==> src/design/tpd_pkg.sv <==
`default_nettype none

package tpd_pkg;

   localparam int CSR_INDEX_BITS = 2;
   localparam int CSR_DATA_BITS  = 30;

   localparam logic [CSR_INDEX_BITS-1:0] CSR_FOUR_BYTE_PIXELS = 2'd0;
   localparam logic [CSR_INDEX_BITS-1:0] CSR_RUN_LENGTH_CODED = 2'd1;
   localparam logic [CSR_INDEX_BITS-1:0] CSR_PIXEL_TOTAL      = 2'd2;

   localparam logic [6:0] HDR_COUNT_MASK = 7'h7f;
   localparam int         HDR_RUN_BIT    = 7;

   localparam logic [2:0] LAST_PHASE_THREE = 3'd2;
   localparam logic [2:0] LAST_PHASE_FOUR  = 3'd3;

   localparam int QUEUE_DEPTH = 4;
   localparam int QUEUE_PTR_BITS = $clog2(QUEUE_DEPTH);

   typedef struct packed {
      logic four_byte_pixels;
      logic run_length_coded;
   } tpd_mode_type;

   // One entry of the queue between the byte classifier and the pixel counter.
   typedef struct packed {
      logic       start;
      logic       pixel;
      logic [7:0] red;
      logic [7:0] green;
      logic [7:0] blue;
      logic [7:0] alpha;
      logic [7:0] want;
      logic       more_due;
   } tpd_event_type;

   typedef struct packed {
      logic push;
      logic full;
   } tpd_push_type;

   typedef struct packed {
      logic pop;
      logic empty;
   } tpd_pop_type;

endpackage

`default_nettype wire

==> src/design/tpd_req_if.sv <==
`default_nettype none

interface tpd_req_if import tpd_pkg::*; ();
   logic       valid;
   logic       ready;
   logic [7:0] data_byte;
   logic       image_start;

   modport source (output valid, output data_byte, output image_start, input ready);
   modport sink (input valid, input data_byte, input image_start, output ready);
endinterface

`default_nettype wire

==> src/design/tpd_rsp_if.sv <==
`default_nettype none

interface tpd_rsp_if import tpd_pkg::*; ();
   logic       valid;
   logic       ready;
   logic [7:0] red;
   logic [7:0] green;
   logic [7:0] blue;
   logic [7:0] alpha;
   logic [7:0] repeat_count;
   logic       image_last;
   logic       overrun;

   modport source (output valid, output red, output green, output blue, output alpha,
                   output repeat_count, output image_last, output overrun, input ready);
   modport sink (input valid, input red, input green, input blue, input alpha,
                 input repeat_count, input image_last, input overrun, output ready);
endinterface

`default_nettype wire

==> src/design/tpd_csr_if.sv <==
`default_nettype none

interface tpd_csr_if import tpd_pkg::*; ();
   logic                      valid;
   logic                      ready;
   logic [CSR_INDEX_BITS-1:0] index;
   logic [CSR_DATA_BITS-1:0]  data;

   modport source (output valid, output index, output data, input ready);
   modport sink (input valid, input index, input data, output ready);
endinterface

`default_nettype wire

==> src/design/tpd_front.sv <==
`default_nettype none

module tpd_front import tpd_pkg::*; (
   input  wire logic          clock,
   input  wire logic          reset,
   input  wire tpd_mode_type  mode,
   tpd_req_if.sink            req,
   input  wire logic          queue_full,
   output logic               push,
   output tpd_event_type      push_event
);

   logic [2:0]  byte_phase_ff, byte_phase_in;
   logic [7:0]  packet_left_ff, packet_left_in;
   logic        packet_is_run_ff, packet_is_run_in;
   logic [23:0] colour_ff, colour_in;

   logic        accept;
   logic [2:0]  phase;
   logic [7:0]  left;
   logic        is_run;
   logic [23:0] colour;
   logic [2:0]  last_phase;
   logic [7:0]  b;

   assign req.ready = !queue_full;
   assign accept    = req.valid && req.ready;
   assign b         = req.data_byte;

   always_comb begin
      // A start byte clears the decode position before it is used.
      phase      = req.image_start ? 3'd0  : byte_phase_ff;
      left       = req.image_start ? 8'd0  : packet_left_ff;
      is_run     = req.image_start ? 1'b0  : packet_is_run_ff;
      colour     = req.image_start ? 24'd0 : colour_ff;
      last_phase = mode.four_byte_pixels ? LAST_PHASE_FOUR : LAST_PHASE_THREE;

      byte_phase_in    = phase;
      packet_left_in   = left;
      packet_is_run_in = is_run;
      colour_in        = colour;

      push_event          = '0;
      push_event.start    = req.image_start;
      push_event.want     = 8'd1;
      push_event.green    = colour[15:8];
      push_event.blue     = colour[7:0];
      push_event.red      = mode.four_byte_pixels ? colour[23:16] : b;
      push_event.alpha    = mode.four_byte_pixels ? b : 8'd0;

      if (mode.run_length_coded && (left == 8'd0)) begin
         packet_is_run_in = b[HDR_RUN_BIT];
         packet_left_in   = {1'b0, b[6:0] & HDR_COUNT_MASK} + 8'd1;
         byte_phase_in    = 3'd0;
         colour_in        = 24'd0;
      end else if (phase >= last_phase) begin
         push_event.pixel = 1'b1;
         byte_phase_in    = 3'd0;
         colour_in        = 24'd0;
         if (mode.run_length_coded) begin
            if (is_run) begin
               push_event.want = left;
               packet_left_in  = 8'd0;
            end else begin
               packet_left_in      = left - 8'd1;
               push_event.more_due = (left != 8'd1);
            end
         end
      end else begin
         case (phase)
            3'd0:    colour_in[7:0]   = b;
            3'd1:    colour_in[15:8]  = b;
            default: colour_in[23:16] = b;
         endcase
         byte_phase_in = phase + 3'd1;
      end

      push = accept && (push_event.start || push_event.pixel);
   end

   always_ff @(posedge clock) begin
      if (reset) begin
         byte_phase_ff    <= '0;
         packet_left_ff   <= '0;
         packet_is_run_ff <= 1'b0;
         colour_ff        <= '0;
      end else if (accept) begin
         byte_phase_ff    <= byte_phase_in;
         packet_left_ff   <= packet_left_in;
         packet_is_run_ff <= packet_is_run_in;
         colour_ff        <= colour_in;
      end
   end

endmodule

`default_nettype wire

==> src/design/tpd_queue.sv <==
`default_nettype none

module tpd_queue import tpd_pkg::*; (
   input  wire logic          clock,
   input  wire logic          reset,
   input  wire logic          push,
   input  wire tpd_event_type push_event,
   input  wire logic          pop,
   output tpd_event_type      pop_event,
   output tpd_push_type       push_side,
   output tpd_pop_type        pop_side
);

   tpd_event_type               entry_ff [QUEUE_DEPTH];
   logic [QUEUE_PTR_BITS-1:0]   wr_ptr_ff, wr_ptr_in;
   logic [QUEUE_PTR_BITS-1:0]   rd_ptr_ff, rd_ptr_in;
   logic [QUEUE_PTR_BITS:0]     count_ff, count_in;

   assign push_side.push  = push;
   assign push_side.full  = (count_ff == (QUEUE_PTR_BITS+1)'(QUEUE_DEPTH));
   assign pop_side.pop    = pop;
   assign pop_side.empty  = (count_ff == '0);
   assign pop_event       = entry_ff[rd_ptr_ff];

   always_comb begin
      wr_ptr_in = push ? wr_ptr_ff + 1'b1 : wr_ptr_ff;
      rd_ptr_in = pop  ? rd_ptr_ff + 1'b1 : rd_ptr_ff;
      count_in  = count_ff;
      if (push && !pop) begin
         count_in = count_ff + 1'b1;
      end else if (pop && !push) begin
         count_in = count_ff - 1'b1;
      end
   end

   always_ff @(posedge clock) begin
      if (reset) begin
         wr_ptr_ff <= '0;
         rd_ptr_ff <= '0;
         count_ff  <= '0;
      end else begin
         wr_ptr_ff <= wr_ptr_in;
         rd_ptr_ff <= rd_ptr_in;
         count_ff  <= count_in;
      end
   end

   always_ff @(posedge clock) begin
      if (push) begin
         entry_ff[wr_ptr_ff] <= push_event;
      end
   end

endmodule

`default_nettype wire

==> src/design/tpd_back.sv <==
`default_nettype none

module tpd_back import tpd_pkg::*; #(
   parameter int PIXEL_COUNT_BITS = 30
) (
   input  wire logic                        clock,
   input  wire logic                        reset,
   input  wire logic [PIXEL_COUNT_BITS-1:0] pixel_total,
   input  wire tpd_event_type               ev,
   input  wire logic                        queue_empty,
   output logic                             pop,
   tpd_rsp_if.source                        rsp
);

   logic [PIXEL_COUNT_BITS-1:0] pixels_done_ff, pixels_done_in;
   logic                        image_done_ff, image_done_in;
   logic                        out_valid_ff, out_valid_in;
   logic [7:0]                  red_ff, green_ff, blue_ff, alpha_ff, count_ff;
   logic                        last_ff, overrun_ff;

   logic [PIXEL_COUNT_BITS-1:0] done;
   logic                        idone;
   logic [PIXEL_COUNT_BITS-1:0] total;
   logic [PIXEL_COUNT_BITS-1:0] remaining;
   logic [PIXEL_COUNT_BITS-1:0] want_ext;
   logic [7:0]                  cnt;
   logic                        last;
   logic                        overrun;
   logic                        produce;

   assign pop = !queue_empty && (!out_valid_ff || rsp.ready);

   always_comb begin
      done      = ev.start ? '0 : pixels_done_ff;
      idone     = ev.start ? 1'b0 : image_done_ff;
      // A zero total behaves as one pixel.
      total     = (pixel_total == '0) ? PIXEL_COUNT_BITS'(1) : pixel_total;
      remaining = (total > done) ? total - done : PIXEL_COUNT_BITS'(1);
      want_ext  = PIXEL_COUNT_BITS'(ev.want);
      cnt       = (want_ext < remaining) ? ev.want : remaining[7:0];
      last      = (want_ext >= remaining);
      overrun   = (want_ext > remaining) || (last && ev.more_due) || (done >= total);
      produce   = pop && ev.pixel && !idone;

      pixels_done_in = pixels_done_ff;
      image_done_in  = image_done_ff;
      if (pop) begin
         pixels_done_in = done;
         image_done_in  = idone;
         if (produce) begin
            pixels_done_in = done + PIXEL_COUNT_BITS'(cnt);
            image_done_in  = last;
         end
      end

      out_valid_in = out_valid_ff && !rsp.ready;
      if (produce) begin
         out_valid_in = 1'b1;
      end
   end

   always_ff @(posedge clock) begin
      if (reset) begin
         pixels_done_ff <= '0;
         image_done_ff  <= 1'b0;
         out_valid_ff   <= 1'b0;
      end else begin
         pixels_done_ff <= pixels_done_in;
         image_done_ff  <= image_done_in;
         out_valid_ff   <= out_valid_in;
      end
   end

   always_ff @(posedge clock) begin
      if (produce) begin
         red_ff     <= ev.red;
         green_ff   <= ev.green;
         blue_ff    <= ev.blue;
         alpha_ff   <= ev.alpha;
         count_ff   <= cnt;
         last_ff    <= last;
         overrun_ff <= overrun;
      end
   end

   assign rsp.valid        = out_valid_ff;
   assign rsp.red          = red_ff;
   assign rsp.green        = green_ff;
   assign rsp.blue         = blue_ff;
   assign rsp.alpha        = alpha_ff;
   assign rsp.repeat_count = count_ff;
   assign rsp.image_last   = last_ff;
   assign rsp.overrun      = overrun_ff;

endmodule

`default_nettype wire

==> src/design/tga_pixel_stream_decoder.sv <==
`default_nettype none

// Channel   Dir  Payload                                              Accepted when
// req_ch    in   data_byte, image_start                               valid && ready
// rsp_ch    out  red, green, blue, alpha, repeat_count, image_last,   valid && ready
//                overrun
// csr_ch    in   index, data                                          valid (ready tied high)
//
// One byte is taken every cycle while the queue is not full. A pixel result is registered
// first in the queue entry and then in the output register before it is valid on rsp_ch.
// The byte classifier pushes into a four-entry queue that the pixel counter drains
// through a registered output, so a stalled result only stops input once the queue fills.
// Reset is synchronous and clears all decode position, queue state and configuration registers
// to their defaults; the pixel data registers are not reset. There is no clearing pass after reset.

module tga_pixel_stream_decoder import tpd_pkg::*; #(
   parameter int PIXEL_COUNT_BITS = 30
) (
   input  wire logic clock,
   input  wire logic reset,
   tpd_req_if.sink   req_ch,
   tpd_rsp_if.source rsp_ch,
   tpd_csr_if.sink   csr_ch
);

   logic                        four_byte_ff;
   logic                        rle_ff;
   logic [PIXEL_COUNT_BITS-1:0] pixel_total_ff;
   logic [31:0]                 csr_ext;
   tpd_mode_type                mode;

   logic                        push;
   tpd_event_type               push_event;
   tpd_event_type               pop_event;
   logic                        pop;
   tpd_push_type                push_side;
   tpd_pop_type                 pop_side;

   assign csr_ch.ready = 1'b1;
   assign csr_ext      = {{(32-CSR_DATA_BITS){1'b0}}, csr_ch.data};

   always_ff @(posedge clock) begin
      if (reset) begin
         four_byte_ff   <= 1'b0;
         rle_ff         <= 1'b0;
         pixel_total_ff <= PIXEL_COUNT_BITS'(1);
      end else if (csr_ch.valid) begin
         case (csr_ch.index)
            CSR_FOUR_BYTE_PIXELS: four_byte_ff   <= csr_ch.data[0];
            CSR_RUN_LENGTH_CODED: rle_ff         <= csr_ch.data[0];
            CSR_PIXEL_TOTAL:      pixel_total_ff <= csr_ext[PIXEL_COUNT_BITS-1:0];
            default: ;
         endcase
      end
   end

   assign mode.four_byte_pixels = four_byte_ff;
   assign mode.run_length_coded = rle_ff;

   tpd_front u_front (
      .clock      (clock),
      .reset      (reset),
      .mode       (mode),
      .req        (req_ch),
      .queue_full (push_side.full),
      .push       (push),
      .push_event (push_event)
   );

   tpd_queue u_queue (
      .clock      (clock),
      .reset      (reset),
      .push       (push),
      .push_event (push_event),
      .pop        (pop),
      .pop_event  (pop_event),
      .push_side  (push_side),
      .pop_side   (pop_side)
   );

   tpd_back #(
      .PIXEL_COUNT_BITS (PIXEL_COUNT_BITS)
   ) u_back (
      .clock       (clock),
      .reset       (reset),
      .pixel_total (pixel_total_ff),
      .ev          (pop_event),
      .queue_empty (pop_side.empty),
      .pop         (pop),
      .rsp         (rsp_ch)
   );

endmodule

`default_nettype wire

==> src/flat_wrapper.sv <==
// flat-port wrapper written by rule: the top's interface ports become plain ports
module tga_pixel_stream_decoder_flat import tpd_pkg::*;
#(
   parameter int PIXEL_COUNT_BITS = 30
)
  (clock, reset, req_ch_valid, req_ch_data_byte, req_ch_image_start, req_ch_ready, rsp_ch_valid, rsp_ch_red, rsp_ch_green, rsp_ch_blue, rsp_ch_alpha, rsp_ch_repeat_count, rsp_ch_image_last, rsp_ch_overrun, rsp_ch_ready, csr_ch_valid, csr_ch_index, csr_ch_data, csr_ch_ready);
  tpd_req_if req_ch_i ();
  tpd_rsp_if rsp_ch_i ();
  tpd_csr_if csr_ch_i ();
  input  wire logic clock;
  input  wire logic reset;
  input wire logic [$bits(req_ch_i.valid)-1:0] req_ch_valid;
  input wire logic [$bits(req_ch_i.data_byte)-1:0] req_ch_data_byte;
  input wire logic [$bits(req_ch_i.image_start)-1:0] req_ch_image_start;
  output wire logic [$bits(req_ch_i.ready)-1:0] req_ch_ready;
  output wire logic [$bits(rsp_ch_i.valid)-1:0] rsp_ch_valid;
  output wire logic [$bits(rsp_ch_i.red)-1:0] rsp_ch_red;
  output wire logic [$bits(rsp_ch_i.green)-1:0] rsp_ch_green;
  output wire logic [$bits(rsp_ch_i.blue)-1:0] rsp_ch_blue;
  output wire logic [$bits(rsp_ch_i.alpha)-1:0] rsp_ch_alpha;
  output wire logic [$bits(rsp_ch_i.repeat_count)-1:0] rsp_ch_repeat_count;
  output wire logic [$bits(rsp_ch_i.image_last)-1:0] rsp_ch_image_last;
  output wire logic [$bits(rsp_ch_i.overrun)-1:0] rsp_ch_overrun;
  input wire logic [$bits(rsp_ch_i.ready)-1:0] rsp_ch_ready;
  input wire logic [$bits(csr_ch_i.valid)-1:0] csr_ch_valid;
  input wire logic [$bits(csr_ch_i.index)-1:0] csr_ch_index;
  input wire logic [$bits(csr_ch_i.data)-1:0] csr_ch_data;
  output wire logic [$bits(csr_ch_i.ready)-1:0] csr_ch_ready;
  assign req_ch_i.valid = req_ch_valid;
  assign req_ch_i.data_byte = req_ch_data_byte;
  assign req_ch_i.image_start = req_ch_image_start;
  assign req_ch_ready = req_ch_i.ready;
  assign rsp_ch_valid = rsp_ch_i.valid;
  assign rsp_ch_red = rsp_ch_i.red;
  assign rsp_ch_green = rsp_ch_i.green;
  assign rsp_ch_blue = rsp_ch_i.blue;
  assign rsp_ch_alpha = rsp_ch_i.alpha;
  assign rsp_ch_repeat_count = rsp_ch_i.repeat_count;
  assign rsp_ch_image_last = rsp_ch_i.image_last;
  assign rsp_ch_overrun = rsp_ch_i.overrun;
  assign rsp_ch_i.ready = rsp_ch_ready;
  assign csr_ch_i.valid = csr_ch_valid;
  assign csr_ch_i.index = csr_ch_index;
  assign csr_ch_i.data = csr_ch_data;
  assign csr_ch_ready = csr_ch_i.ready;
  tga_pixel_stream_decoder #(.PIXEL_COUNT_BITS(PIXEL_COUNT_BITS)) u_core (.clock(clock), .reset(reset), .req_ch(req_ch_i), .rsp_ch(rsp_ch_i), .csr_ch(csr_ch_i));
endmodule
==> config.mk <==
export PLATFORM = sky130hd
export DESIGN_NAME = tga_pixel_stream_decoder_flat
export DESIGN_NICKNAME = d
export VERILOG_FILES = /design/src/design/tpd_pkg.sv /design/src/design/tpd_req_if.sv /design/src/design/tpd_rsp_if.sv /design/src/design/tpd_csr_if.sv /design/src/design/tpd_front.sv /design/src/design/tpd_queue.sv /design/src/design/tpd_back.sv /design/src/design/tga_pixel_stream_decoder.sv /design/src/flat_wrapper.sv
export SDC_FILE = /design/constraint.sdc
export NUM_CORES = 1
export LEC_CHECK = 0
export ABC_AREA = 1
export BUFFER_PORTS_ARGS = -buffer_cell sky130_fd_sc_hd__buf_2
export CORE_MARGIN = 8
export CORE_UTILIZATION = 25
export CTS_CLUSTER_SIZE = 24
export DETAILED_ROUTE_END_ITERATION = 8
export PLACE_DENSITY_LB_ADDON = 0.1
export SLEW_MARGIN = 20
export SYNTH_ARGS = -nofsm -noshare
export SYNTH_HDL_FRONTEND = slang
export SYNTH_HIERARCHICAL = 1
export SYNTH_SLANG_ARGS = --single-unit
export TNS_END_PERCENT = 50
==> constraint.sdc <==
create_clock -name clock -period 11.4 [get_ports clock]
set_input_delay 1.14 -clock clock [delete_from_list [all_inputs] [get_ports clock]]
set_output_delay 1.14 -clock clock [all_outputs]
set_load 0.01 [all_outputs]
==> impl_metrics.tcl, run 1 <==
set metrics [dict create \
    status "finished, final reports clean" \
    gp_congestion 0.869 \
    clkTransAtPathRegs_ns 0.06 \
    diodes 0 \
    start_util 0.252 \
    final-setup-viol-count 0 \
    die_y_um 279 \
    yosysWarnings 6 \
    finalMaxSlewViolations 0 \
    post_cts_buffers 0 \
    tightest_slew_ns 1.07 \
    grt_max_degree 87 \
    cts-root-buf "clkbuf_16" \
    numCtsBuffers 39 \
    dp_cells 3099 \
    slew_headroom 0.285 \
    cts_tree "yes" \
    grt_pass1_vias 14000 \
    grt.total_usage 0.140 \
    area_growth_pct 14.2 \
    min_to "u_core/u_queue/rd_ptr_ff[1]" \
    critical_path_buf_inv_count 6 \
    r2r_slack_ns 3.85 \
    die_w_um 279 \
    grt_pass1_wl_um 85100 \
    clockPowerShare 0.283 \
    rows 96 \
    syn-cell-area_um2 17300 \
    drt-pass1-iter-count 5 \
    wl_per_cell_um 17.4 \
    r2r_cells 47 \
    maxCapViolCount 0 \
    p_leak_nw 8.27 \
    swShare 0.389 \
    core_area_um2 68600 \
    hold_start "u_core/u_queue/rd_ptr_ff[1]" \
    fin_crit_sh 0.662 \
    route.antenna.remaining_nets 0 \
    drive_gt1_frac 0.102 \
    ctsResizeCount 0 \
    dp_hpwl_um 39000 \
    route.detailed.drc 0 \
    dieArea_um2 77900 \
    insertion_delay_ns 0.55 \
    drtIter0Drc 767 \
    critical_path_required_ns 11.83 \
    routed_wl_um 55100 \
    hold_class "register to register" \
    p_comb_frac 0.359 \
    avgSynthCellArea_um2 8.00 \
    syn_inst 2163 \
    nFillCells 7417 \
    slowest_delay_ns 0.68 \
    cp_common_cell "nand2_1" \
    cts-htree-levels 2 \
    vias 13900 \
    vias_per_cell 4.38 \
    cp_slowest_cell "buf_4" \
    syn-num-nets 2268 \
    powerDensity_nw_per_um2 214 \
    holdPathStages 1 \
    critPathMaxFanout 86 \
    clockBufferDepth 3 \
    pin_count 91 \
    power.switching_mw 1.64 \
    tns_ns 0 \
    final_net_count 2314 \
    seq_power_share 0.358 \
    critical_path.top_delay_family "simple AND/OR/NAND/NOR gates" \
    r2r_end "u_core/u_back/pixels_done_ff[16]" \
    cts_sinks 323 \
    arrival_ns 7.98 \
    grt-ovfl-total 0 \
    cts_hold_buffers 0 \
    peakVddDrop_v 0.000107 \
    final_cells 3169 \
    antenna_found_initial 0 \
    io_buffers 89 \
    end_kind "register" \
    critPathLaunchType "register" \
    fin_crit_ns 7.55 \
    p_int_mw 2.58 \
    fmax_mhz 132 \
    criticalPathCategory "register to register" \
    grt_setup_unrepaired "false" \
    fin_skew_ns 0.0178 \
    finalHoldViolCount 0 \
]
[power groups by stage]
stage                     sequential (mW)  combinational (mW)  clock, mW
after floorplan                      1.57               0.995          0
after global placement               1.54                1.55          0
after detailed placement             1.54                1.55          0
after CTS                            1.52                1.55       1.24
after global routing                 1.53                1.72       1.29
final                                1.51                1.52       1.19
[worst max-delay path by stage]
| stage | end | slack, ns | cells after the start |
|---|---|---|---|
| after detailed placement | u_core/u_back/pixels_done_ff[16] | 3.79 | 47 |
| after CTS | u_core/u_back/pixels_done_ff[16] | 3.75 | 47 |
| final | u_core/u_back/pixels_done_ff[16] | 3.85 | 47 |
| after global routing | u_core/u_back/pixels_done_ff[16] | 2.78 | 47 |
| after floorplan | u_core/u_back/pixels_done_ff[16] | 4.98 | 51 |
| after global placement | u_core/u_back/pixels_done_ff[16] | 3.90 | 47 |
[cell type report]
cell class              count  area [um^2]  share of cell area
well taps                 931         1160              0.0590
clock inverters            18          139             0.00703
clock buffers              52         1080              0.0546
multi-input cells        1419         6970               0.353
inverters                 322         1210              0.0613
repair buffers            104          578              0.0293
flip-flops and latches    323         8610               0.436
[cells in the final DEF (no fill, tap or decap), types with 39 or more instances in the layout]
| cell | instances |
|---|---|
| o21ai_0 | 151 |
| nand2_1 | 533 |
| nand3_1 | 72 |
| o22ai_1 | 45 |
| clkbuf_16 | 39 |
| a21oi_1 | 90 |
| inv_1 | 310 |
| nor2_1 | 303 |
| ha_1 | 56 |
| dfxtp_1 | 108 |
| buf_2 | 89 |
| edfxtp_1 | 214 |
[sequential cells by signal (all words and copies together) (netlist names), 2 cells and up, named ones only]
| register | count |
|---|---|
| u_core/u_back/rsp.blue | 8 |
| u_core/u_back/rsp.green | 8 |
| u_core/u_queue/entry_ff | 172 |
| u_core/u_back/rsp.alpha | 8 |
| u_core/u_back/rsp.red | 8 |
| u_core/u_queue/rd_ptr_ff | 2 |
| u_core/u_front/byte_phase_ff | 3 |
| u_core/u_back/pixels_done_ff | 30 |
| u_core/u_front/colour_ff | 24 |
| u_core/u_queue/count_ff | 3 |
| u_core/u_queue/wr_ptr_ff | 2 |
| u_core/u_front/packet_left_ff | 8 |
| u_core/u_back/rsp.repeat_count | 8 |
| u_core/pixel_total_ff | 30 |
[metal layers]
layer	wire length, um	part of all wire	up-vias	track usage
met5	0	0	-	0
met4	1130	0.020	0	0.0337
met3	1650	0.030	64	0.0189
met2	28300	0.51	217	0.262
met1	24000	0.44	6494	0.169
li1	-	-	7091	-
[through the flow]
stage	total power, mW	hold slack (ns)	utilization	setup slack, ns	instance area, um^2
6_report	4.22	0.462	0.288	3.85	19700
2_1_floorplan	2.56	0.412	-	4.98	17300
5_1_grt	4.53	0.475	0.288	2.78	19700
3_5_place_dp	3.09	0.446	0.270	3.79	18500
4_1_cts	4.32	0.455	0.288	3.75	19700
3_3_place_gp	3.09	0.426	0.270	3.90	18500
(Power assumes the default switching activity.)
==> run 2, diff against run 1 <==
Clock period 11.4 ns to 7.45 ns, I/O delays scaled along.
==> run 2 against run 1 <==
Effect of this change: combinational power increased by 57%; critical endpoint unchanged; non-clock buffer count increased by 21; setup slack got worse by 3.2 ns; flip-flop and latch count unchanged; via count increased by 0.94%; clock-buffer cell count increased by 3.
==> impl_metrics.tcl, run 2 (synthesized netlist as in run 1, its figures left out) <==
set metrics [dict create \
    largest_register_ffs 172 \
    grt_max_degree 60 \
    cts-htree-levels 2 \
    critical_path_required_ns 7.88 \
    top_register "u_core/u_queue/entry_ff" \
    routed_wl_um 55300 \
    dieArea_um2 77900 \
    die_w_um 279 \
    fin_ws_ns 0.600 \
    route.antenna.remaining_nets 0 \
    largest_registers "u_core/u_queue/entry_ff: 172 flops, u_core/pixel_total_ff: 30 flops, u_core/u_back/pixels_done_ff: 30 flops" \
    start_util 0.252 \
    place_area_um2 18600 \
    die_y_um 279 \
    wl_met3_um 1790 \
    critPathLaunchType "register" \
    critical_path_buf_inv_count 4 \
    rows 96 \
    dr_wl_met2_um 27900 \
    met1_length_um 24000 \
    drtIter0Drc 830 \
    diodes 0 \
    grt_pass1_wl_um 84700 \
    dp_hpwl_um 39000 \
    hold_class "primary input to register" \
    nFillCells 7406 \
    io_buffers 89 \
    route.detailed.drc 0 \
    fin_skew_ns 0.0295 \
    critPathMaxFanout 13 \
    clkTransAtPathRegs_ns 0.06 \
    final_common_cell "nand2_1" \
    numCtsBuffers 40 \
    cp_slowest_cell "or4_4" \
    pin_count 91 \
    cts_sinks 323 \
    powerDensity_nw_per_um2 327 \
    wl_per_cell_um 17.3 \
    final_area_um2 20000 \
    cp_common_cell "nand2_1" \
    maxCapViolCount 0 \
    insertion_delay_ns 0.57 \
    fin_crit_ns 6.85 \
    arrival_ns 7.28 \
    slowest_delay_ns 0.55 \
    clockBufferDepth 3 \
    antenna_found_initial 0 \
    fmax_mhz 146 \
    grt.total_usage 0.140 \
    gp_congestion 0.851 \
    peakVddDrop_v 0.000178 \
    grt-ovfl-total 0 \
    final_net_count 2337 \
    drive_gt1_frac 0.118 \
    fin_crit_sh 0.919 \
    cts_tree "yes" \
    cts-root-buf "clkbuf_16" \
    final_cell_mix "nand2_1 (532), inv_1 (307), nor2_1 (300)" \
    area_growth_pct 15.8 \
    finalMaxSlewViolations 0 \
    vias 14000 \
    routed.top_layer "met4" \
    cts_hold_buffers 0 \
    pre_cts_ws_ns -0.0106 \
    tns_ns 0 \
    tightest_slew_ns 0.848 \
    critical_path.top_delay_family "simple AND/OR/NAND/NOR gates" \
    finalHoldViolCount 0 \
    status "finished, final reports clean" \
    final-setup-viol-count 0 \
    drt-pass1-iter-count 7 \
    criticalPathCategory "register to register" \
    vias_per_cell 4.38 \
    grt_pass1_vias 14000 \
    core_area_um2 68600 \
    p_leak_nw 8.38 \
    end_kind "register" \
    slew_headroom 0.434 \
]
[run 2: where the power goes]
| part | total [mW] | internal [mW] | switching (mW) |
|---|---|---|---|
| Clock | 1.86 | 1.08 | 0.779 |
| Combinational | 2.38 | 0.710 | 1.67 |
| Sequential | 2.31 | 2.22 | 0.0907 |
| Total | 6.55 | 4.01 | 2.54 |
[run 2: worst register-to-register path: cells and delay by family (launching register included)]
family | cells | cell delay (ns)
AND/OR/NAND/NOR | 31 | 3.90
flip-flops | 1 | 0.33
buffers and inverters | 4 | 0.32
AO/OA/AOI/OAI | 6 | 0.87
adder cells (fa/ha/maj) | 5 | 1.32
[run 2: final timing paths]
kind	startpoint	to	slack [ns]	cells after the start
worst max register to register	u_core/pixel_total_ff[24]	u_core/u_back/pixels_done_ff[16]	0.60	46
worst min register to register	u_core/u_front/colour_ff[20]	u_core/u_front/colour_ff[20]	0.46	2
worst max-delay path	u_core/pixel_total_ff[24]	u_core/u_back/pixels_done_ff[16]	0.60	46
worst min-delay path	csr_ch_data[12]	u_core/pixel_total_ff[12]	0.43	3
[run 2: repair_timing]
action	4_1_cts	5_1_grt
gates resized for setup	1	19
setup endpoints to repair	1	21
pin swaps	0	8
gates cloned	0	1
setup buffers	0	12
[run 2: stage by stage]
| step | power [mW] | util | std cells | hold slack, ns |
|---|---|---|---|---|
| 2_1_floorplan | 3.92 | - | 2163 | 0.412 |
| 3_3_place_gp | 4.75 | 0.271 | 3107 | 0.452 |
| 3_5_place_dp | 4.73 | 0.271 | 3107 | 0.456 |
| 4_1_cts | 6.67 | 0.289 | 3180 | 0.398 |
| 5_1_grt | 7.05 | 0.292 | 3194 | 0.415 |
| 6_report | 6.55 | 0.292 | 3194 | 0.426 |
[run 2: layer usage]
metal,up-vias,GRT usage
li1,7136,-
met1,6561,0.168
met2,225,0.256
met3,74,0.0213
met4,0,0.0422
met5,-,0
[run 2: layout make-up]
cell class              count  area [um^2]  share of cell area
flip-flops and latches    323         8610               0.430
inverters                 322         1210              0.0605
repair buffers            125          719              0.0359
multi-input cells        1420         7060               0.353
clock inverters            18          153             0.00762
well taps                 931         1160              0.0582
clock buffers              55         1110              0.0553
